--- src/hdl/mfb_pkg.sv ---
// Shared types and constants for the monochrome frame buffer controller.
// Used by every module under hdl/; no dependencies of its own.
package mfb_pkg;

  // Frame RAM geometry
  localparam int RamWords = 65536;
  localparam int RamAw    = $clog2(RamWords);

  // Command queue between front and back
  localparam int FifoDepth = 2;
  localparam int FifoAw    = $clog2(FifoDepth);

  // Stream word layout
  localparam int AddrW     = 23;
  localparam int DataW     = 16;
  localparam int InDataW   = 48;  // address, write_data, byte_mask, zero fill
  localparam int InUserW   = 3;   // opcode, is_write
  localparam int OutDataW  = 40;  // read_data, pixel_word, irq_asserted, zero fill
  localparam int OutUserW  = 2;   // hit
  localparam int JumperW   = 4;

  // Control word bits
  localparam int CtlPend    = 12;
  localparam int CtlIntEn   = 13;
  localparam int CtlCopyEn  = 14;
  localparam int CtlVidEn   = 15;
  localparam int CtlBaseLsb = 1;
  localparam int CtlBaseMsb = 6;

  // Last scanout word for each resolution
  localparam logic [RamAw-1:0] LastWord900  = RamAw'(64799);
  localparam logic [RamAw-1:0] LastWord1024 = RamAw'(65535);

  // Board decode of address bits 12:11 with bit 19 set
  localparam logic [1:0] SelCtl    = 2'b11;
  localparam logic [1:0] SelSerial = 2'b00;

  typedef enum logic [1:0] {
    OP_BUS    = 2'd0,
    OP_SNOOP  = 2'd1,
    OP_VBLANK = 2'd2,
    OP_SCAN   = 2'd3
  } opcode_e;

  typedef enum logic [1:0] {
    HIT_NONE   = 2'd0,
    HIT_RAM    = 2'd1,
    HIT_CTL    = 2'd2,
    HIT_SERIAL = 2'd3
  } hit_e;

  typedef enum logic [0:0] {
    CFG_JUMPERS   = 1'b0,
    CFG_IRQ_WIRED = 1'b1
  } cfg_idx_e;

  typedef enum logic [3:0] {
    CMD_NONE,
    CMD_RAM_RD,
    CMD_RAM_WR,
    CMD_CTL_RD,
    CMD_CTL_WR,
    CMD_SERIAL,
    CMD_SNOOP,
    CMD_VBLANK,
    CMD_SCAN
  } cmd_kind_e;

  typedef struct packed {
    cmd_kind_e              kind;
    logic [RamAw-1:0]       word_idx;
    logic [5:0]             window;   // system address bits 22..17
    logic [DataW-1:0]       wdata;
    logic [1:0]             mask;
  } cmd_t;

endpackage

--- src/hdl/mfb_front.sv ---
// Front end: accepts input words and classifies them into commands.
// Depends on mfb_pkg; feeds mfb_cmd_fifo.
module mfb_front (
  input  logic                      s_axis_tvalid_i,
  output logic                      s_axis_tready_o,
  // tdata: address[22:0], write_data[38:23], byte_mask[40:39], zero fill
  input  logic [mfb_pkg::InDataW-1:0] s_axis_tdata_i,
  // tuser: opcode[1:0], is_write[2]
  input  logic [mfb_pkg::InUserW-1:0] s_axis_tuser_i,
  input  logic                      fifo_full_i,
  input  logic                      clearing_i,
  output logic                      push_o,
  output mfb_pkg::cmd_t             cmd_o
);
  import mfb_pkg::*;

  opcode_e          opcode;
  logic             is_write;
  logic [AddrW-1:0] addr;
  logic [1:0]       sel;

  assign opcode   = opcode_e'(s_axis_tuser_i[1:0]);
  assign is_write = s_axis_tuser_i[2];
  assign addr     = s_axis_tdata_i[AddrW-1:0];
  assign sel      = addr[12:11];

  // hold off while the RAM clear runs or the queue is full
  assign s_axis_tready_o = !fifo_full_i && !clearing_i;
  assign push_o          = s_axis_tvalid_i && s_axis_tready_o;

  // classify the word
  always_comb begin
    cmd_o.word_idx = addr[RamAw:1];
    cmd_o.window   = addr[22:17];
    cmd_o.wdata    = s_axis_tdata_i[AddrW+DataW-1:AddrW];
    cmd_o.mask     = s_axis_tdata_i[AddrW+DataW+1:AddrW+DataW];
    cmd_o.kind     = CMD_NONE;
    unique case (opcode)
      OP_BUS: begin
        if (!addr[19]) begin
          cmd_o.kind = is_write ? CMD_RAM_WR : CMD_RAM_RD;
        end else if (sel == SelCtl) begin
          cmd_o.kind = is_write ? CMD_CTL_WR : CMD_CTL_RD;
        end else if (sel == SelSerial) begin
          cmd_o.kind = CMD_SERIAL;
        end else begin
          cmd_o.kind = CMD_NONE;  // decode hole
        end
      end
      OP_SNOOP:  cmd_o.kind = CMD_SNOOP;
      OP_VBLANK: cmd_o.kind = CMD_VBLANK;
      OP_SCAN:   cmd_o.kind = CMD_SCAN;
      default:   cmd_o.kind = CMD_NONE;
    endcase
  end

endmodule

--- config.mk ---
export PLATFORM = sky130hd
export DESIGN_NAME = mfb_front
export DESIGN_NICKNAME = d
export VERILOG_FILES = /design/src/hdl/mfb_pkg.sv /design/src/hdl/mfb_front.sv
export SDC_FILE = /design/constraint.sdc
export NUM_CORES = 1
export LEC_CHECK = 0
export BUFFER_PORTS_ARGS = -buffer_cell sky130_fd_sc_hd__buf_2
export CORE_AREA = 2 2 45 47
export DETAILED_ROUTE_END_ITERATION = 10
export DIE_AREA = 0 0 47 49
export PLACE_DENSITY = 0.86
export SYNTH_ARGS = -nofsm -noshare
export SYNTH_HDL_FRONTEND = slang
export SYNTH_SLANG_ARGS = --single-unit
--- constraint.sdc ---
create_clock -name vclk -period 2.8
set_clock_uncertainty 0.15 [all_clocks]
set_input_delay 0.42 -clock vclk [all_inputs]
set_output_delay 0.42 -clock vclk [all_outputs]
set_load 0.02 [all_outputs]
---- Yosys cells after proc, flatten, opt, wreduce, memory -nomap -nowiden ----
Index checks and enable logic that the tools add are counted.
word-level totals
  output and inout bits ................... 46
  input port bits ......................... 54
  register bits after elaboration ......... 0
  logic and storage cells ................. 16
operators by class
  multiplexer cells ....................... 6
  reduce and logical (&&, ||, !) cells .... 6
  equality and inequality tests ........... 4
operators with widths
  kind                                           number
  case mux 4 bit (4 select lines)                1
  two-way mux 3 bit                              4
  == test 2 bit, second input constant           3
  logical NOT 2 bit                              2
  == test 2 x 1 -> 1 bit, second input constant  1
  logical AND 1 bit                              2
  logical NOT 1 bit                              2
  two-way mux 2 bit                              1

---- Logic depth before layout (Yosys ltp) ----
Gate-level depths: netlist (run 1).
  depth after elaboration ................. 5
  gate-level depth with buffers ........... 4

---- Worst setup path after synthesis (run 1) ----
No wires, ideal clock.
  path kind ............................... input-to-output
  start ................................... input s_axis_tuser_i[0] (netlist name)
  end ..................................... output cmd_o[42] (netlist name)
  path slack .............................. 977 ps
  path buffers ............................ 0
  cell stages on the path ................. 4
  data arrival time ....................... 1253 ps
  required time ........................... 2230 ps
  cells stage by stage .................... inv_1 -> ha_1 -> o21a_1 -> a221oi_2
RTL lines
  element          line             text
  start, declared  mfb_front.sv:9   input logic [mfb_pkg::InUserW-1:0] s_axis_tuser_i,
  end, declared    mfb_front.sv:13  output mfb_pkg::cmd_t cmd_o

==> results of run 1 <==
## synthesized netlist by cell type (all sizes together)
library cell and n:
buf 40, ha 3, inv 3, nand2b 3, nor2 2, a21boi 1
a221oi 1, a31oi 1, and2 1, nand3 1, nand4b 1, nand4bb 1
o211ai 1, o21a 1
## kinds of logic (layout without fill, tap and decap cells)
kind of cell             count (synthesis)  in the layout
adder cells (fa/ha/maj)                  3              3
AO/OA/AOI/OAI                            5              5
AND/OR/NAND/NOR                          9              9
buffers and inverters                   43             21
## routing by layer
metal	up-vias	global-route usage	routed length (µm)
li1	108	-	-
met1	99	0.0622	231
met2	24	0.0868	289
met3	4	0.0222	145
met4	0	0.0231	12
met5	-	0	0
## worst min path at each step
stage / startpoint / slack [ns] / to
finish: s_axis_tdata_i[35] / 0.69 / cmd_o[14]
global route: s_axis_tdata_i[22] / 0.69 / cmd_o[23]
CTS: s_axis_tdata_i[31] / 0.69 / cmd_o[10]
detailed placement: s_axis_tdata_i[31] / 0.69 / cmd_o[10]
global placement: s_axis_tdata_i[31] / 0.69 / cmd_o[10]
floorplan: clearing_i / 0.77 / s_axis_tready_o
## power by group
| part | total (W) | internal (W) | switching [W] | leakage (nW) |
|---|---|---|---|---|
| Clock | 0 | 0 | 0 | 0 |
| Combinational | 0.0000458 | 0.0000183 | 0.0000276 | 0.143 |
| Sequential | 0 | 0 | 0 | 0 |
| Total | 0.0000458 | 0.0000183 | 0.0000276 | 0.143 |
## worst max-delay path, stage by stage
cell and delay (ns):
buf_2 0.09, inv_1 0.05, ha_1 0.27, o21a_1 0.15, a221oi_2 0.23, buf_2 0.20
## per-stage QoR
step / instance area (µm²) / cells / util / hold WS [ns]
after floorplan: 450 / 60 / - / 0.770
after global placement: 274 / 65 / 0.149 / 0.690
after detailed placement: 274 / 65 / 0.149 / 0.690
after CTS: 274 / 65 / 0.149 / 0.690
after global routing: 274 / 65 / 0.149 / 0.690
final: 274 / 65 / 0.149 / 0.690
## area by class of cell
type	instances	area, µm²	share of cell area
multi-input combinational	17	139	0.507
tap	27	33.8	0.123
timing repair buffer	18	90.1	0.329
inverter	3	11.3	0.0411
==> summary.md, run 1 <==
| Metric | Value |
|---|---|
| Outcome | `complete, no violations` |
| Post-synthesis share of cell area spent on xor and xnor gates | `0` |
| Pwr per Cell Area | `167 mW/mm²` |
| Number of distinct standard cells referenced by the synthesized netlist | `14` |
| Standby leakage power | `0.143 nW` |
| Clock buffer count | `0` |
| Antenna Diode Count | `0` |
| Crit path capture type | `output pin` |
| Synth Net Count | `117` |
| Top library cells by usage in the layout, fill and taps aside | `18 x buf_2, 3 x inv_1, 3 x nand2b_1, 3 x ha_1, 2 x nor2_1` |
| Die Y-Extent | `49 µm` |
| Final critical-path setup slack | `0.812 ns` |
| Detailed-route DRC error count | `0` |
| Nets | `97` |
| Average instance area after synthesis | `7.51 µm²` |
| Floorplan die area | `0.00230 mm²` |
| Highest Clock Rate | `503 MHz` |
| Synth area leaders | `buf_4 67%, ha_1 8.3%, nand2b_1 4.2%` |
| Basic-gate share of the synthesized area counting and, or, nand and nor cells | `0.128` |
| Vias in the first global route | `206` |
| Post-synthesis cell area | `450 µm²` |
| Dominant combinational cell family by area after synthesis | `buffers and inverters` |
| Residual overflow from global routing | `0` |
| Number of DRC violations after detailed-routing iteration 0 | `0` |
| Sequential cell count | `0` |
| Fillcell total | `235` |
| Max-slew violations | `0` |
| Adder-cell share of the synthesized area | `0.0833` |
| Pre-antenna DRT Iters | `1` |
| Share of the clock period used by the worst path | `0.710` |
| Core footprint | `0.00184 mm²` |
| Worst Path Class, Setup | `input port to output pin` |
| Critical Path Fanout Max | `7` |
| Synthesized-area fraction occupied by ao, oa, aoi and oai cells | `0.0972` |
| Actual slew at the worst max-slew pin | `0.228 ns` |
| Sequential element share of the synthesized area | `0` |
| Most common cell after layout, fill and taps aside | `buf_2` |
| Data arrival at the endpoint of the critical path | `1.42 ns` |
| Count of endpoints failing setup in the final report | `0` |
| Headroom to the max-slew limit | `0.848` |
| Routed wirelength normalized by instance count | `10.4 µm` |
| Cell type with the highest aggregate area in the netlist | `buf_4` |
| Max-cap check violation count | `0` |
| Fin. Hold Viols | `0` |
| Type of origin of the critical path | `input port` |
| Synth Instances | `60` |
| CP Data Required Time | `2.23 ns` |
| Number of antenna violations at the first check in global routing | `0` |
| Crit path time final | `1.99 ns` |
| Overall routing resource usage | `0.0546` |
| Cell depth of the worst min-delay path | `0` |
| Top-Level Pins | `100` |
| Hold buffers post-CTS | `0` |
| Highest ir drop seen on vdd | `0.0476 mV` |
| Hold WC Path Type | `input port to output pin` |
| Total of buffers placed on input and output ports | `18` |
| Vias after detailed routing | `235` |
| End point of the critical path | `cmd_o[42]` |
| Setup repair after global routing missed its margin | `no` |
| Detail Placement HPWL | `583 µm` |
| First-pass GRT wire length | `1.01 mm` |
| Post-CTS Setup Repair Bufs | `0` |
| Starting utilization of the core area | `0.245` |
| Final weighted congestion in routability-driven placement | `0.594` |
| Worst setup slack before clock tree synthesis | `0.808 ns` |
| Horizontal die dimension | `47 µm` |
| Warnings, synthesis | `0` |
| Vias per cell | `3.62` |
| DRT antenna net count | `0` |
| P&R area growth vs syn | `-39.2%` |
| Fraction of final layout cells sized beyond drive strength 1 | `0.500` |
| Post-CTS sizing | `0` |
| Post-Route Setup TNS | `0 ns` |
| Post-detailed-routing wire length | `679 µm` |
| Startpoint of the most critical setup path | `s_axis_tuser_i[0]` |
| Mux cell area share after synthesis | `0` |
| Sequential standard cell area | `0 µm²` |
| Pin count of the biggest net entering global routing | `8` |
| Overall power of the completed layout | `0.0000458 W` |
| # rows | `16` |
| Share of the synthesized area in the top cell type | `0.667` |
No activity file was read; power rests on OpenSTA's default activity.
==> run 2, diff against run 1 <==
--- a/config.mk
+++ b/config.mk
@@ -5,11 +5,12 @@
 export SDC_FILE = /design/constraint.sdc
 export NUM_CORES = 1
 export LEC_CHECK = 0
+export ABC_AREA = 1
 export BUFFER_PORTS_ARGS = -buffer_cell sky130_fd_sc_hd__buf_2
-export CORE_AREA = 2 2 45 47
+export CORE_AREA = 2 2 49 51
 export DETAILED_ROUTE_END_ITERATION = 10
-export DIE_AREA = 0 0 47 49
-export PLACE_DENSITY = 0.86
+export DIE_AREA = 0 0 51 53
+export PLACE_DENSITY = 0.76
 export SYNTH_ARGS = -nofsm -noshare
 export SYNTH_HDL_FRONTEND = slang
 export SYNTH_SLANG_ARGS = --single-unit
==> constraint.sdc (replaced) <==
create_clock -name vclk -period 1.71
set_clock_uncertainty 0.15 [all_clocks]
set_input_delay 0.2565 -clock vclk [all_inputs]
set_output_delay 0.2565 -clock vclk [all_outputs]
set_load 0.02 [all_outputs]
==> run 2 against run 1 <==
Net effect: via count rose by 16%; setup slack worse by 0.57 ns; non-clock buffer count unchanged; first-iteration DRC count rose by 1; die area up 17%; critical endpoint is now cmd_o[40]; cell count is 15% higher.
==> summary.md, run 2 <==
| Metric | Value |
|---|---|
| Worst Hold Endpoint | `cmd_o[23]` |
| Worst Min Path Start | `s_axis_tdata_i[22]` |
| Count of endpoints failing setup in the final report | `0 (unchanged)` |
| Cell depth of the worst min-delay path | `0 (unchanged)` |
| Vias per cell | `3.64 (+0.68%)` |
| Vias in the first global route | `236 (+15%)` |
| Sequential cell count | `0 (unchanged)` |
| Outcome | `complete, no violations` |
| Sequential element share of the synthesized area | `0 (unchanged)` |
| Vias after detailed routing | `273 (+16%)` |
| Post-synthesis cell area | `452 µm² (+0.28%)` |
| P&R area growth vs syn | `-38.8%` |
| Routed wirelength normalized by instance count | `9.19 µm (-12%)` |
| Top library cells by usage in the layout, fill and taps aside | `18 x buf_2, 9 x nand2_1, 6 x inv_1` |
| Max-slew violations | `0 (unchanged)` |
| Max-cap check violation count | `0 (unchanged)` |
| Switching share of power | `0.622 (+0.0206)` |
| DRT antenna net count | `0 (unchanged)` |
| Setup repair after global routing missed its margin | `no` |
| Cell with the most instances after synthesis | `buf_4` |
| Synth Net Count | `126 (+7.7%)` |
| Top-Level Pins | `100 (unchanged)` |
| CP Data Required Time | `1.30 ns (-0.93 ns)` |
| Floorplan die area | `0.00270 mm² (+17%)` |
| Standby leakage power | `0.171 nW (+20%)` |
| Worst stage delay on the critical path | `0.19 ns (-0.08 ns)` |
| Number of antenna violations at the first check in global routing | `0 (unchanged)` |
| Share of total power in the clock network | `0 (unchanged)` |
| # rows | `17 (+1)` |
| Antenna Diode Count | `0 (unchanged)` |
| Post-CTS sizing | `0 (unchanged)` |
| Data arrival at the endpoint of the critical path | `1.07 ns (-0.35 ns)` |
| Synth Instances | `69 (+15%)` |
| Fraction of final layout cells sized beyond drive strength 1 | `0.404 (-0.0957)` |
| Crit path capture type | `output pin` |
| Detail Placement HPWL | `591 µm (+1.4%)` |
| Starting utilization of the core area | `0.210 (-0.0343)` |
| Core footprint | `0.00215 mm² (+17%)` |
| Most common cell after layout, fill and taps aside | `buf_2` |
| Warnings, synthesis | `0 (unchanged)` |
| Sequential standard cell area | `0 µm² (unchanged)` |
| Number of DRC violations after detailed-routing iteration 0 | `1 (+1)` |
| Register share of total power | `0 (unchanged)` |
| Final critical-path setup slack | `0.237 ns (-0.575 ns)` |
| Synth area leaders | `buf_4 66%, ha_1 8.3%, nand2_1 7.5%` |
| Worst Path Class, Setup | `input port to output pin` |
| Hold buffers post-CTS | `0 (unchanged)` |
| Headroom to the max-slew limit | `0.901 (+0.0531)` |
| Die Y-Extent | `53 µm (+8.2%)` |
| Critical Path Fanout Max | `4 (-3)` |
| First-pass GRT wire length | `931 µm (-8.2%)` |
| Crit path time final | `1.47 ns` |
| Nets | `106 (+9.3%)` |
| Cell internal pwr | `0.0000272 W (+49%)` |
| Average instance area after synthesis | `6.55 µm² (-13%)` |
| Net switching power | `0.0000447 W (+62%)` |
| Share of the synthesized area in the top cell type | `0.665 (-0.00185)` |
| Residual overflow from global routing | `0 (unchanged)` |
| Final weighted congestion in routability-driven placement | `0.802 (+35%)` |
| Number of distinct standard cells referenced by the synthesized netlist | `12 (-2)` |
| Detailed-route DRC error count | `0 (unchanged)` |
| Post-Route Setup TNS | `0 ns (unchanged)` |
| Clock buffer count | `0 (unchanged)` |
| Highest Clock Rate | `679 MHz` |
| Actual slew at the worst max-slew pin | `0.147 ns (-0.0811 ns)` |
| Highest ir drop seen on vdd | `0.0933 mV (+96%)` |
| Fin. Hold Viols | `0 (unchanged)` |
| Most frequent cells after synthesis | `40 x buf_4, 9 x nand2_1, 6 x inv_1` |
| Series of cell instances along the critical path | `buf_2 -> inv_1 -> ha_1 -> inv_1 -> a21oi_1 -> nand2_1 -> nand2_1 -> buf_2` |
| Post-CTS Setup Repair Bufs | `0 (unchanged)` |
| Pin count of the biggest net entering global routing | `7 (-1)` |
| Total of buffers placed on input and output ports | `18 (unchanged)` |
| Type of origin of the critical path | `input port` |
| Hold WC Path Type | `input port to output pin` |
| Logic pwr share | `1.000 (about the same)` |
| Cell type with the highest aggregate area in the netlist | `buf_4` |
| Pwr per Cell Area | `260 mW/mm² (+55%)` |
| Slowest CP cell | `ha_1` |
| Worst setup slack before clock tree synthesis | `0.219 ns (-0.589 ns)` |
| Overall routing resource usage | `0.0424 (-0.0122)` |
| Pre-antenna DRT Iters | `4 (+3)` |
| Horizontal die dimension | `51 µm (+8.5%)` |
| Share of the clock period used by the worst path | `0.861` |
| Post-detailed-routing wire length | `689 µm (+1.5%)` |
## run 2: cell count changes after synthesis, moves of 2 or more
| cell | change |
|---|---|
| nand2b_1 | -3 |
| inv_1 | +3 |
| o21ai_0 | +2 |
| nand2_1 | +9 |
## run 2: worst max-delay path by stage
stage / from / end / slack, ns / depth (start not counted)
floorplan: s_axis_tuser_i[0] / cmd_o[40] / 0.43 / 6
global placement: s_axis_tuser_i[0] / cmd_o[40] / 0.22 / 8
detailed placement: s_axis_tuser_i[0] / cmd_o[40] / 0.22 / 8
CTS: s_axis_tuser_i[0] / cmd_o[40] / 0.22 / 8
global route: s_axis_tuser_i[0] / cmd_o[40] / 0.1 / 8
finish: s_axis_tuser_i[0] / cmd_o[40] / 0.24 / 8
## run 2: cell families after synthesis
kind of cell               Yosys count  share of synthesized area
buffers and inverters               46                      0.715
adders and majority gates            3                     0.0831
and+or+nand+nor                     16                      0.158
AOI/OAI and AO/OA                    4                     0.0443
## run 2: per-stage QoR
stage	util	hold WS (ns)	instance area [µm²]	cells	power, W
2_1_floorplan	-	0.438	452	69	0.000173
3_3_place_gp	0.129	0.363	277	75	0.0000721
3_5_place_dp	0.129	0.363	277	75	0.0000725
4_1_cts	0.129	0.363	277	75	0.0000729
5_1_grt	0.129	0.363	277	75	0.0000803
6_report	0.129	0.363	277	75	0.0000719
## run 2: area by class of cell
cell class | count | area [µm²]
Inverter | 6 | 22.5
Multi-Input combinational cell | 23 | 129
Timing Repair Buffer | 18 | 90.1
Tap cell | 28 | 35.0
Fill cell | 247 | 1870
## run 2: critical path, delay by kind of cell
| kind | cells | cell delay (ns) |
|---|---|---|
| AOI/OAI and AO/OA | 1 | 0.11 |
| buffers and inverters | 4 | 0.39 |
| adders and majority gates | 1 | 0.19 |
| and+or+nand+nor | 2 | 0.11 |
## run 2: routing by layer
metal / vias to the layer above / global-route usage / wire [µm] / part of all wire
li1: 127 / - / - / -
met1: 109 / 0.0286 / 187 / 0.27
met2: 19 / 0.0736 / 262 / 0.38
met3: 18 / 0.0198 / 145 / 0.21
met4: 0 / 0.0586 / 93 / 0.13
met5: - / 0 / 0 / 0
## run 2: power by group through the flow
stage | combinational [W] | sequential (W) | clock [W]
floorplan | 0.000173 | 0 | 0
global placement | 0.0000721 | 0 | 0
detailed placement | 0.0000725 | 0 | 0
CTS | 0.0000729 | 0 | 0
global route | 0.0000803 | 0 | 0
finish | 0.0000719 | 0 | 0
