`src/hdl/mfb_pkg.sv`:
```
// Shared types and constants for the monochrome frame buffer controller.
// Used by every module under hdl/; no dependencies of its own.
package mfb_pkg;

  // Frame RAM geometry
  localparam int RamWords = 65536;
  localparam int RamAw    = $clog2(RamWords);

  // Command queue between front and back
  localparam int FifoDepth = 2;
  localparam int FifoAw    = $clog2(FifoDepth);

  // Stream word layout
  localparam int AddrW     = 23;
  localparam int DataW     = 16;
  localparam int InDataW   = 48;  // address, write_data, byte_mask, zero fill
  localparam int InUserW   = 3;   // opcode, is_write
  localparam int OutDataW  = 40;  // read_data, pixel_word, irq_asserted, zero fill
  localparam int OutUserW  = 2;   // hit
  localparam int JumperW   = 4;

  // Control word bits
  localparam int CtlPend    = 12;
  localparam int CtlIntEn   = 13;
  localparam int CtlCopyEn  = 14;
  localparam int CtlVidEn   = 15;
  localparam int CtlBaseLsb = 1;
  localparam int CtlBaseMsb = 6;

  // Last scanout word for each resolution
  localparam logic [RamAw-1:0] LastWord900  = RamAw'(64799);
  localparam logic [RamAw-1:0] LastWord1024 = RamAw'(65535);

  // Board decode of address bits 12:11 with bit 19 set
  localparam logic [1:0] SelCtl    = 2'b11;
  localparam logic [1:0] SelSerial = 2'b00;

  typedef enum logic [1:0] {
    OP_BUS    = 2'd0,
    OP_SNOOP  = 2'd1,
    OP_VBLANK = 2'd2,
    OP_SCAN   = 2'd3
  } opcode_e;

  typedef enum logic [1:0] {
    HIT_NONE   = 2'd0,
    HIT_RAM    = 2'd1,
    HIT_CTL    = 2'd2,
    HIT_SERIAL = 2'd3
  } hit_e;

  typedef enum logic [0:0] {
    CFG_JUMPERS   = 1'b0,
    CFG_IRQ_WIRED = 1'b1
  } cfg_idx_e;

  typedef enum logic [3:0] {
    CMD_NONE,
    CMD_RAM_RD,
    CMD_RAM_WR,
    CMD_CTL_RD,
    CMD_CTL_WR,
    CMD_SERIAL,
    CMD_SNOOP,
    CMD_VBLANK,
    CMD_SCAN
  } cmd_kind_e;

  typedef struct packed {
    cmd_kind_e              kind;
    logic [RamAw-1:0]       word_idx;
    logic [5:0]             window;   // system address bits 22..17
    logic [DataW-1:0]       wdata;
    logic [1:0]             mask;
  } cmd_t;

endpackage

```
`src/hdl/mfb_cmd_fifo.sv`:
```
// Short command queue between the front end and the back end.
// Depends on mfb_pkg for the command type and depth.
module mfb_cmd_fifo (
  input  logic          clk_i,
  input  logic          rst_ni,
  input  logic          push_i,
  input  mfb_pkg::cmd_t cmd_i,
  output logic          full_o,
  output logic          valid_o,
  input  logic          pop_i,
  output mfb_pkg::cmd_t cmd_o
);
  import mfb_pkg::*;

  cmd_t              mem_q [FifoDepth];
  logic [FifoAw-1:0] wr_ptr_q, wr_ptr_d;
  logic [FifoAw-1:0] rd_ptr_q, rd_ptr_d;
  logic [FifoAw:0]   cnt_q, cnt_d;

  assign full_o  = (cnt_q == (FifoAw+1)'(FifoDepth));
  assign valid_o = (cnt_q != '0);
  assign cmd_o   = mem_q[rd_ptr_q];

  // pointer and count update
  always_comb begin
    wr_ptr_d = push_i ? wr_ptr_q + 1'b1 : wr_ptr_q;
    rd_ptr_d = pop_i  ? rd_ptr_q + 1'b1 : rd_ptr_q;
    cnt_d    = cnt_q;
    if (push_i && !pop_i) begin
      cnt_d = cnt_q + 1'b1;
    end else if (pop_i && !push_i) begin
      cnt_d = cnt_q - 1'b1;
    end
  end

  always_ff @(posedge clk_i or negedge rst_ni) begin
    if (!rst_ni) begin
      wr_ptr_q <= '0;
      rd_ptr_q <= '0;
      cnt_q    <= '0;
    end else begin
      wr_ptr_q <= wr_ptr_d;
      rd_ptr_q <= rd_ptr_d;
      cnt_q    <= cnt_d;
    end
  end

  // entries carry payload only
  always_ff @(posedge clk_i) begin
    if (push_i) begin
      mem_q[wr_ptr_q] <= cmd_i;
    end
  end

endmodule

```
`config.mk`:
```
export PLATFORM = sky130hd
export DESIGN_NAME = mfb_cmd_fifo
export DESIGN_NICKNAME = d
export VERILOG_FILES = /design/src/hdl/mfb_pkg.sv /design/src/hdl/mfb_cmd_fifo.sv
export SDC_FILE = /design/constraint.sdc
export NUM_CORES = 1
export LEC_CHECK = 0
export BUFFER_PORTS_ARGS = -buffer_cell sky130_fd_sc_hd__buf_2
export CORE_ASPECT_RATIO = 2
export CORE_MARGIN = 1.5
export CORE_UTILIZATION = 40
export DETAILED_ROUTE_END_ITERATION = 8
export PLACE_DENSITY = 0.67
export RECOVER_POWER = 25
export SLEW_MARGIN = 10
export SYNTH_ARGS = -nofsm -noshare
export SYNTH_HDL_FRONTEND = slang
export SYNTH_SLANG_ARGS = --single-unit
export TNS_END_PERCENT = 30
```
`constraint.sdc`:
```
create_clock -name clk_i -period 3.5 [get_ports clk_i]
set_input_delay 0.7 -clock clk_i [delete_from_list [all_inputs] [get_ports clk_i]]
set_output_delay 0.7 -clock clk_i [all_outputs]
set_load 0.03 [all_outputs]
```
* Word level (Yosys, flattened, before mapping)
Memory sizes are Yosys's and may differ from the RTL's.
Index checks and enable logic that the tools add are counted.
** Operators by class
- Add/sub/neg operators :: 4
- Equality and inequality tests :: 1
- Multiplexer cells :: 4
- Reductions and logical operators :: 6
** Operators by type and width (count)
- $mux 2 :: 2
- $reduce_bool 2->1 :: 2
- $add 1x1->1 const B :: 2
- $add 2x1->2 const B :: 1
- $eq 2x2->1 const B :: 1
- $logic_and 1x1->1 :: 2
- $logic_not 1->1 :: 2
- $mux 1 :: 2
- $sub 2x1->2 const B :: 1
** Storage, ports and cells
- Memories :: 1
- Output and inout port bits :: 46
- Logic and storage cells :: 19
- Flip-flop bits (word level) :: 4
- RAM bits :: 88
** Memories
- mem_q :: depth 2, bits a word 44, rd ports 1, clocked after memory_dff 0, wr ports 1, RTL line mfb_cmd_fifo.sv:15 : cmd_t mem_q [FifoDepth];

* Depth between registers and ports, before layout
Gate-level depths: netlist of the first run.
- Word-level depth :: 4
- Depth in mapped cells :: 5

* Worst setup path before layout of the first run
OpenSTA, ideal clock, no wires.
- Path kind :: in2reg
- Start point :: input port push_i
- End point :: memory mem_q[0][0] in the netlist's numbering, enable pin
- Cell stages on the path :: 1
- Slack :: 0.389 ns
- Arrival time :: 2.660 ns
- Setup time :: 0.451 ns
- Cell sequence :: nor2b_1
** Between the ends
- Cells in the longest elaborated chain, start to end :: 2
** RTL lines
- from (decl) :: RTL line mfb_cmd_fifo.sv:6 : input logic push_i,
- $mux 1 :: RTL line mfb_cmd_fifo.sv:50 : if (push_i) begin
- $mux 1 (not written as such) :: RTL line mfb_cmd_fifo.sv:51 : mem_q[wr_ptr_q] <= cmd_i;
- to (decl) :: RTL line mfb_cmd_fifo.sv:15
Every way passes these cells.

==> results.cfg, run 1 <==
[synth]
syn-cell-area_um2 = 3560
yosysSeqAreaShare_pct = 76.9
synth_top_cell_area_share_pct = 74.1
synth_flop_cell = edfxtp_1
yosysTopAreaCell = edfxtp_1
synthTopCellsByCount = edfxtp_1 (88), mux2_4 (39), mux2_2 (5)
ys_types = 14
async_flop_share_pct = 4.35
syn_nets = 202
synth.area.top_cells = edfxtp_1 (74%), mux2_4 (16%), dfrtp_1 (2.8%)
synth.most_common_cell = edfxtp_1
yosys_warnings = 0
synth_enable_flop_cells = 88
netlist_instances = 153
synth_seq_cells = 92
syn_area_per_cell_um2 = 23.3

[worst_setup_path]
crit_chain = buf_12, mux2_4, buf_2
worst-r2r-cell-count = 2
path_buf_inv = 2
path_depth = 3
crit_slowest_cell = dfrtp_2
start_kind = flip-flop
crit_arrival_ns = 1.77
cp_top_family = flip-flops
cpPeakStageDelay_ns = 0.58
crit_fanout = 34
crit_path_end_kind = primary output
cp.required_ns = 2.80
crit_type = reg -> out

[clock_tree]
ctsResizeCount = 0
hold_buffers = 0
clk_pin_slew_ns = 0.06
clock_latency_ns = 0.33
cts-root-buf = clkbuf_16
htree_num_levels = 3
cts_tree = done
ctsLongestPathBuffers = 2
cts_setup_buffers = 0
cts.sink_count = 92
cts_buffers = 9

[sta]
skew_ns = 0.00433
tightest_slew_ns = 0.676
setup_viol = 0
fmax_ghz = 0.404
rsz0062_at_grt = false
drv_slew = 0
holdWs_ns = 0.200
fin_tns_setup_ns = 0
fin_crit_sh_pct = 70.6
maxSlewHeadroom_pct = 54.9
finalCriticalPeriod_ns = 2.47
final-hold-violation-count = 0

[routing]
drt_iter0_markers = 50
first_pass_iters = 4
wl_met2_um = 3200
met1_length_um = 2110
wl_um = 5800
num_vias = 1681
post_drt_wl_per_cell_um = 16.1
drc = 0
top_layer = met4
wl_met3_um = 375
via_per_inst = 4.67
ant_nets = 0

[finish]
drive_gt1_share_pct = 57.3
fillers = 733
diodes = 0
area_delta_synth_final_pct = 24.1
nNetsFinal = 304

[power]
ir_drop_mv = 0.539
p_leak_nw = 1.78
power_density_nw_per_um2 = 904

[grt]
antenna_found_initial = 0
grt_pass1_vias = 1788
grt.total_usage_pct = 12.6
globalRouteOverflowTotal = 0
grt_pass1_wl_um = 8850
grt_max_degree = 35

[die]
fp-row-count = 48
die_area_um2 = 9520
core_um2 = 8650
die_h_um = 137
die_w_um = 69.8
ios = 94
start_util_pct = 41.2

[placement]
numPortBuffers = 93
place.gp.congestion = 0.654

[status]
status = completed

[job]
cap_violations = 0

[hold_path]
hp-class = in -> async
## through the flow
step                std cells  instance area (um2)  power, mW  util (%)  setup slack [ns]
floorplan                 153                 3560       2.76         -             0.389
global placement          344                 4120       3.03      47.7              1.37
detailed placement        344                 4120       3.05      47.7              1.33
CTS                       360                 4440       4.06      51.3              1.00
global route              360                 4420       4.17      51.2             0.957
finish                    360                 4420       4.00      51.2              1.03
## final cells by class
type	count	area (um2)	area share, %
Clock buffer	9	225	5.09
Clock inverter	7	90.1	2.04
Tap cell	100	125	2.83
Sequential cell	92	2740	62.0
Inverter	1	3.75	0.0848
Multi-Input combinational cell	55	736	16.6
Timing Repair Buffer	96	500	11.3
## per-layer routing
layer,vias to the layer above,GRT usage [%]
li1,798,-
met1,811,13.4
met2,63,21.7
met3,9,5.01
met4,0,6.09
met5,-,0
## path summary, 6_finish.rpt
kind,end,slack [ns],start
setup / recovery,cmd_o[20],1.03,rd_ptr_q
hold / removal,cnt_q[0],0.20,rst_ni
setup reg to reg,mem_q[1][33],1.77,wr_ptr_q
hold reg to reg,cnt_q[1],0.49,cnt_q[1]
max in group asynchronous,rd_ptr_q,3.08,rst_ni
min in group clk_i,cnt_q[1],0.49,cnt_q[1]
## cells in the final DEF, fill, tap and decap left out, drive strengths merged
cell	count
edfxtp	88
buf	86
mux2	44
clkbuf	19
xor2	4
dfrtp	4
clkinv	3
bufinv	2
inv	2
nor2b	2
or2	1
and2	1
xnor2	1
nor2	1
ha	1
clkinvlp	1
## report_power, final
| part | internal (mW) | switching [mW] | total [mW] | leakage [nW] |
|---|---|---|---|---|
| clock network | 0.622 | 0.380 | 1.00 | 0.153 |
| logic | 0.579 | 0.854 | 1.43 | 0.752 |
| registers | 1.47 | 0.0976 | 1.56 | 0.872 |
| total | 2.67 | 1.33 | 4.00 | 1.78 |
## worst reg2reg max path, cell delays in order, from the launching register on
cell	delay (ns)
dfrtp_1	0.42
and2_2	0.58
buf_4	0.40
## logic make-up after synthesis
| logic type | Yosys count | synth area share (%) |
|---|---|---|
| flip-flops | 92 | 76.9 |
| multiplexers | 44 | 18.0 |
| buffers and inverters | 6 | 2.67 |
| XOR/XNOR | 5 | 1.23 |
| AND/OR/NAND/NOR | 5 | 0.807 |
| adder cells (fa/ha/maj) | 1 | 0.351 |
## registers in the layout, summed over array words and instances, names as in the netlist
name	count
wr_ptr_q	1
cnt_q	2
mem_q	88
rd_ptr_q	1
Note: power is estimated with default switching activity, not from simulation.
==> run 2: changes to the inputs <==
ABC_AREA = 1   (was default)
clock period = 2.3 ns   (was 3.5 ns; I/O delays follow)
==> run 2 against run 1 <==
Compared with the run above:
- global-route usage increased by 0.39 points
- clock skew decreased by 0.00097 ns
- first-iteration DRC count increased by 34%
- sequential share of layout area decreased by 0.24 points
- synthesized cell count increased by 5.9%
- hold slack improved by 0.12 ns
- largest power group unchanged
==> results.cfg, run 2 <==
[power]
power_density_nw_per_um2 = 1320
p_leak_nw = 1.81
ir_drop_mv = 0.732

[synth]
yosysTopAreaCell = edfxtp_1
netlist_instances = 162
synth_enable_flop_cells = 88
yosysSeqAreaShare_pct = 76.6
async_flop_share_pct = 4.35
synth.most_common_cell = edfxtp_1
syn_area_per_cell_um2 = 22.1
synthTopCellsByCount = edfxtp_1 (88), mux2_4 (39), inv_1 (7)
synth_top_cell_area_share_pct = 73.8
synth_seq_cells = 92
synth_flop_cell = edfxtp_1
synth.area.top_cells = edfxtp_1 (74%), mux2_4 (16%), dfrtp_1 (2.8%)
yosys_warnings = 0
syn_nets = 211
syn-cell-area_um2 = 3580
ys_types = 14

[routing]
wl_um = 6000
ant_nets = 0
via_per_inst = 4.81
drc = 0
first_pass_iters = 4
num_vias = 1794
post_drt_wl_per_cell_um = 16.1
drt_iter0_markers = 67

[clock_tree]
ctsResizeCount = 0
clock_latency_ns = 0.33
clk_pin_slew_ns = 0.06
cts_buffers = 9
cts_tree = done
cts-root-buf = clkbuf_16
cts.sink_count = 92
htree_num_levels = 3
ctsLongestPathBuffers = 2

[grt]
grt.total_usage_pct = 13.0
grt_max_degree = 25
antenna_found_initial = 0
grt_pass1_vias = 1830
globalRouteOverflowTotal = 0
grt_pass1_wl_um = 9010

[status]
status = completed

[worst_setup_path]
crit_path_end_kind = primary output
start_kind = flip-flop
cp.required_ns = 1.84
crit_type = reg -> out
crit_arrival_ns = 1.62
crit_fanout = 21

[placement]
dpl_cell_area_um2 = 4190
dp.cells = 356
hpwl_um = 4190
numPortBuffers = 93
place.gp.congestion = 0.700

[sta]
final-hold-violation-count = 0
fin_crit_sh_pct = 90.5
rsz0062_at_grt = false
skew_ns = 0.00335
drv_slew = 0
fmax_ghz = 0.480
tightest_slew_ns = 0.445
fin_tns_setup_ns = 0
setup_viol = 0
maxSlewHeadroom_pct = 70.3
finalCriticalPeriod_ns = 2.08

[die]
die_h_um = 137
core_um2 = 8650
start_util_pct = 41.4
ios = 94
die_w_um = 69.9
die_area_um2 = 9570
fp-row-count = 48

[finish]
drive_gt1_share_pct = 55.3
regMostFlops = mem_q
reg_top3 = mem_q x88, cnt_q x2
fin_area_um2 = 4440
fin_cells = 373
nNetsFinal = 317
final_cell_mix = buf_2 (88), edfxtp_1 (88), mux2_4 (39), clkbuf_16 (9), clkbuf_1 (7)
diodes = 0
largest_register_ffs = 88
area_delta_synth_final_pct = 24.0

[job]
cap_violations = 0

[hold_path]
hp-class = in -> reg
## run 2: cell types whose count changed in the layout (fill, tap and decap cells not counted), sizes merged, moves of 2 or more
cell,delta
buf,+9
bufinv,-2
clkbuf,-3
inv,+5
nand2,+6
nor2b,-2
xor2,-2
## run 2: path summary, 6_finish.rpt
| path | slack (ns) | cells past startpoint | to | startpoint |
|---|---|---|---|---|
| worst max-delay path | 0.22 | 3 | cmd_o[29] | rd_ptr_q |
| worst min-delay path | 0.32 | 1 | mem_q[0][29] | cmd_i[29] |
| worst max register to register | 0.92 | 3 | mem_q[1][31] | wr_ptr_q |
| worst min register to register | 0.49 | 2 | cnt_q[1] | cnt_q[1] |
| max in group asynchronous | 1.70 | 2 | rd_ptr_q | rst_ni |
| min in group asynchronous | 0.46 | 2 | rd_ptr_q | rst_ni |
## run 2: through the flow
step	hold WS [ns]	power, mW	util (%)	setup slack (ns)
2_1_floorplan	0.164	4.20	-	0.260
3_3_place_gp	0.274	4.66	48.4	0.563
3_5_place_dp	0.274	4.70	48.4	0.549
4_1_cts	0.301	5.97	51.4	0.186
5_1_grt	0.303	6.14	51.4	0.157
6_report	0.316	5.88	51.4	0.218
## run 2: metal layers
layer  track usage [%]  wire length, um  vias to the layer above
li1                  -                -                      832
met1              12.0             2020                      889
met2              24.2             3510                       59
met3              3.90              311                       14
met5                 0                0                        -
met4              8.12              166                        0
## run 2: critical path, stage by stage, from the launching register on
cell and delay [ns]:
dfrtp_2 0.38, buf_4 0.35, mux2_2 0.38, buf_2 0.18
## run 2: layout make-up
cell class	count	area (um2)
clock buffers	12	236
clock inverters	4	16.3
fillers	760	4210
inverters	7	26.3
multi-input cells	58	729
flip-flops and latches	92	2740
well taps	100	125
repair buffers	100	564
## run 2: timing repair
item,4_1_cts,5_1_grt
hold endpoints to repair,4,0
hold buffers,1,0
buffers inserted,0,0
## run 2: cell families (layout without fill, tap and decap cells)
kind of cell / Yosys count / count (layout) / synth area share [%]
xor+xnor: 3 / 3 / 0.734
buf+inv: 12 / 123 / 3.28
mux: 44 / 44 / 17.9
fa+ha+maj: 1 / 1 / 0.349
simple gates: 10 / 10 / 1.15
flops: 92 / 92 / 76.6
## run 2: report_power, final
group          internal [mW]  total, mW  switching [mW]
combinational          0.924       2.29            1.37
sequential              2.23       2.33           0.102
clock                  0.719       1.25           0.534
==> run 3: changes to the inputs <==
BUFFER_PORTS_ARGS = -buffer_cell sky130_fd_sc_hd__clkbuf_2   (was -buffer_cell sky130_fd_sc_hd__buf_2)
==> run 3 against run 2 <==
Compared with the run above:
- flip-flop and latch count unchanged
- sequential share of layout area down 0.47 points
- sequential power about the same
- routed wire length down 1.8%
- cell area up 0.76%
- power up 3.8%
- utilization up 0.39 points
- clock-buffer cell count down 1
- global-route usage down 0.49 points
- highest routed layer unchanged
==> results.cfg, run 3 (synthesis results as in run 2) <==
[status]
status = completed

[routing]
drt_iter0_markers = 84
drc = 0
ant_nets = 0
num_vias = 1764
post_drt_wl_per_cell_um = 15.8
via_per_inst = 4.74
first_pass_iters = 4
wl_um = 5890

[power]
p_leak_nw = 1.82
internal_power_mw = 4.08
swShare_pct = 33.1
combPwrFrac_pct = 37.4
power_density_nw_per_um2 = 1360
p_switching_mw = 2.02
ir_drop_mv = 1.27
clockPowerShare_pct = 24.5
p_seq_share_pct = 38.2

[finish]
fin_area_um2 = 4480
area_delta_synth_final_pct = 24.9
fillers = 753
drive_gt1_share_pct = 51.8
diodes = 0
largest_register_ffs = 88
nNetsFinal = 316
mostFrequentLayoutCell = edfxtp_1
utilization_pct = 51.8
regMostFlops = mem_q
final_cell_mix = edfxtp_1 (88), clkbuf_2 (76), mux2_4 (39), clkbuf_1 (19), clkbuf_16 (9)
reg_top3 = mem_q x88, cnt_q x2

[worst_setup_path]
crit_type = reg -> out
worst-r2r-cell-count = 2
crit_arrival_ns = 1.62
crit_path_end_kind = primary output
cp.required_ns = 1.84
start_kind = flip-flop
crit_fanout = 21
rrSetupSlack_ns = 0.95
r2r_end = mem_q[0][4]
rr_startpoint = wr_ptr_q

[sta]
skew_ns = 0.00428
drv_slew = 0
rsz0062_at_grt = false
maxSlewHeadroom_pct = 70.2
final-hold-violation-count = 0
setup_viol = 0
fin_crit_sh_pct = 90.5
fmax_ghz = 0.481
fin_tns_setup_ns = 0
setup_slack_ns = 0.219
tightest_slew_ns = 0.446
finalCriticalPeriod_ns = 2.08

[die]
die_area_um2 = 9570
die_w_um = 69.9
ios = 94
die_h_um = 137
start_util_pct = 41.4
core_um2 = 8650
fp-row-count = 48

[placement]
dpl_cell_area_um2 = 4180
place.gp.congestion = 0.705
numPortBuffers = 93
preCtsSetupSlack_ns = 0.548
hpwl_um = 4080

[clock_tree]
cts_setup_buffers = 0
cts_tree = done
cts.sink_count = 92
cts_buffers = 9
clock_latency_ns = 0.33
ctsResizeCount = 0
hold_buffers = 1
htree_num_levels = 3
ctsLongestPathBuffers = 2
clk_pin_slew_ns = 0.06
cts-root-buf = clkbuf_16

[grt]
grt.total_usage_pct = 12.5
antenna_found_initial = 0
grt_pass1_wl_um = 8690
grt_max_degree = 45
globalRouteOverflowTotal = 0
grt_pass1_vias = 1788

[job]
cap_violations = 0

[hold_path]
worstHoldEndpoint = mem_q[0][9]
hp-class = in -> reg
hold_depth = 1
hold_start = cmd_i[9]
## run 3: power groups by stage
stage	logic, mW	registers, mW	clock network [mW]
4_1_cts	2.33	2.34	1.54
6_report	2.28	2.33	1.49
5_1_grt	2.41	2.36	1.60
3_3_place_gp	2.31	2.35	0
2_1_floorplan	1.86	2.34	0
3_5_place_dp	2.33	2.37	0
## run 3: worst max-delay path by stage
| stage | startpoint | endpoint | slack (ns) | cells past startpoint |
|---|---|---|---|---|
| after global routing | rd_ptr_q | cmd_o[29] | 0.14 | 3 |
| after detailed placement | rd_ptr_q | cmd_o[23] | 0.55 | 3 |
| after floorplan | push_i | mem_q[0][0] | 0.26 | 2 |
| final | rd_ptr_q | cmd_o[30] | 0.22 | 3 |
| after global placement | rd_ptr_q | cmd_o[23] | 0.55 | 3 |
| after CTS | rd_ptr_q | cmd_o[23] | 0.19 | 3 |
## run 3: layout make-up
class	count	area, um2	share of cell area, %
Sequential cell	92	2740	61.3
Multi-Input combinational cell	58	729	16.3
Timing Repair Buffer	99	542	12.1
Clock buffer	11	233	5.20
Tap cell	100	125	2.80
Clock inverter	5	76.3	1.71
Inverter	7	26.3	0.587
## run 3: metrics by stage
| step | hold WS (ns) | power (mW) | instances |
|---|---|---|---|
| global route | 0.302 | 6.37 | 372 |
| detailed placement | 0.274 | 4.70 | 355 |
| finish | 0.319 | 6.10 | 372 |
| CTS | 0.303 | 6.21 | 372 |
| floorplan | 0.164 | 4.20 | 162 |
| global placement | 0.273 | 4.66 | 355 |
## run 3: per-layer routing
| metal | up-vias | share of wire [%] | GRT usage [%] |
|---|---|---|---|
| li1 | 837 | - | - |
| met1 | 864 | 34 | 11.8 |
| met2 | 52 | 58 | 22.9 |
| met3 | 11 | 5.4 | 4.27 |
| met4 | 0 | 1.8 | 7.37 |
| met5 | - | 0 | 0 |
## run 3: critical path, cell delays in order, from the launching register on
cell and delay, ns:
dfrtp_2 0.38, buf_4 0.35, mux2_2 0.38, clkbuf_2 0.18
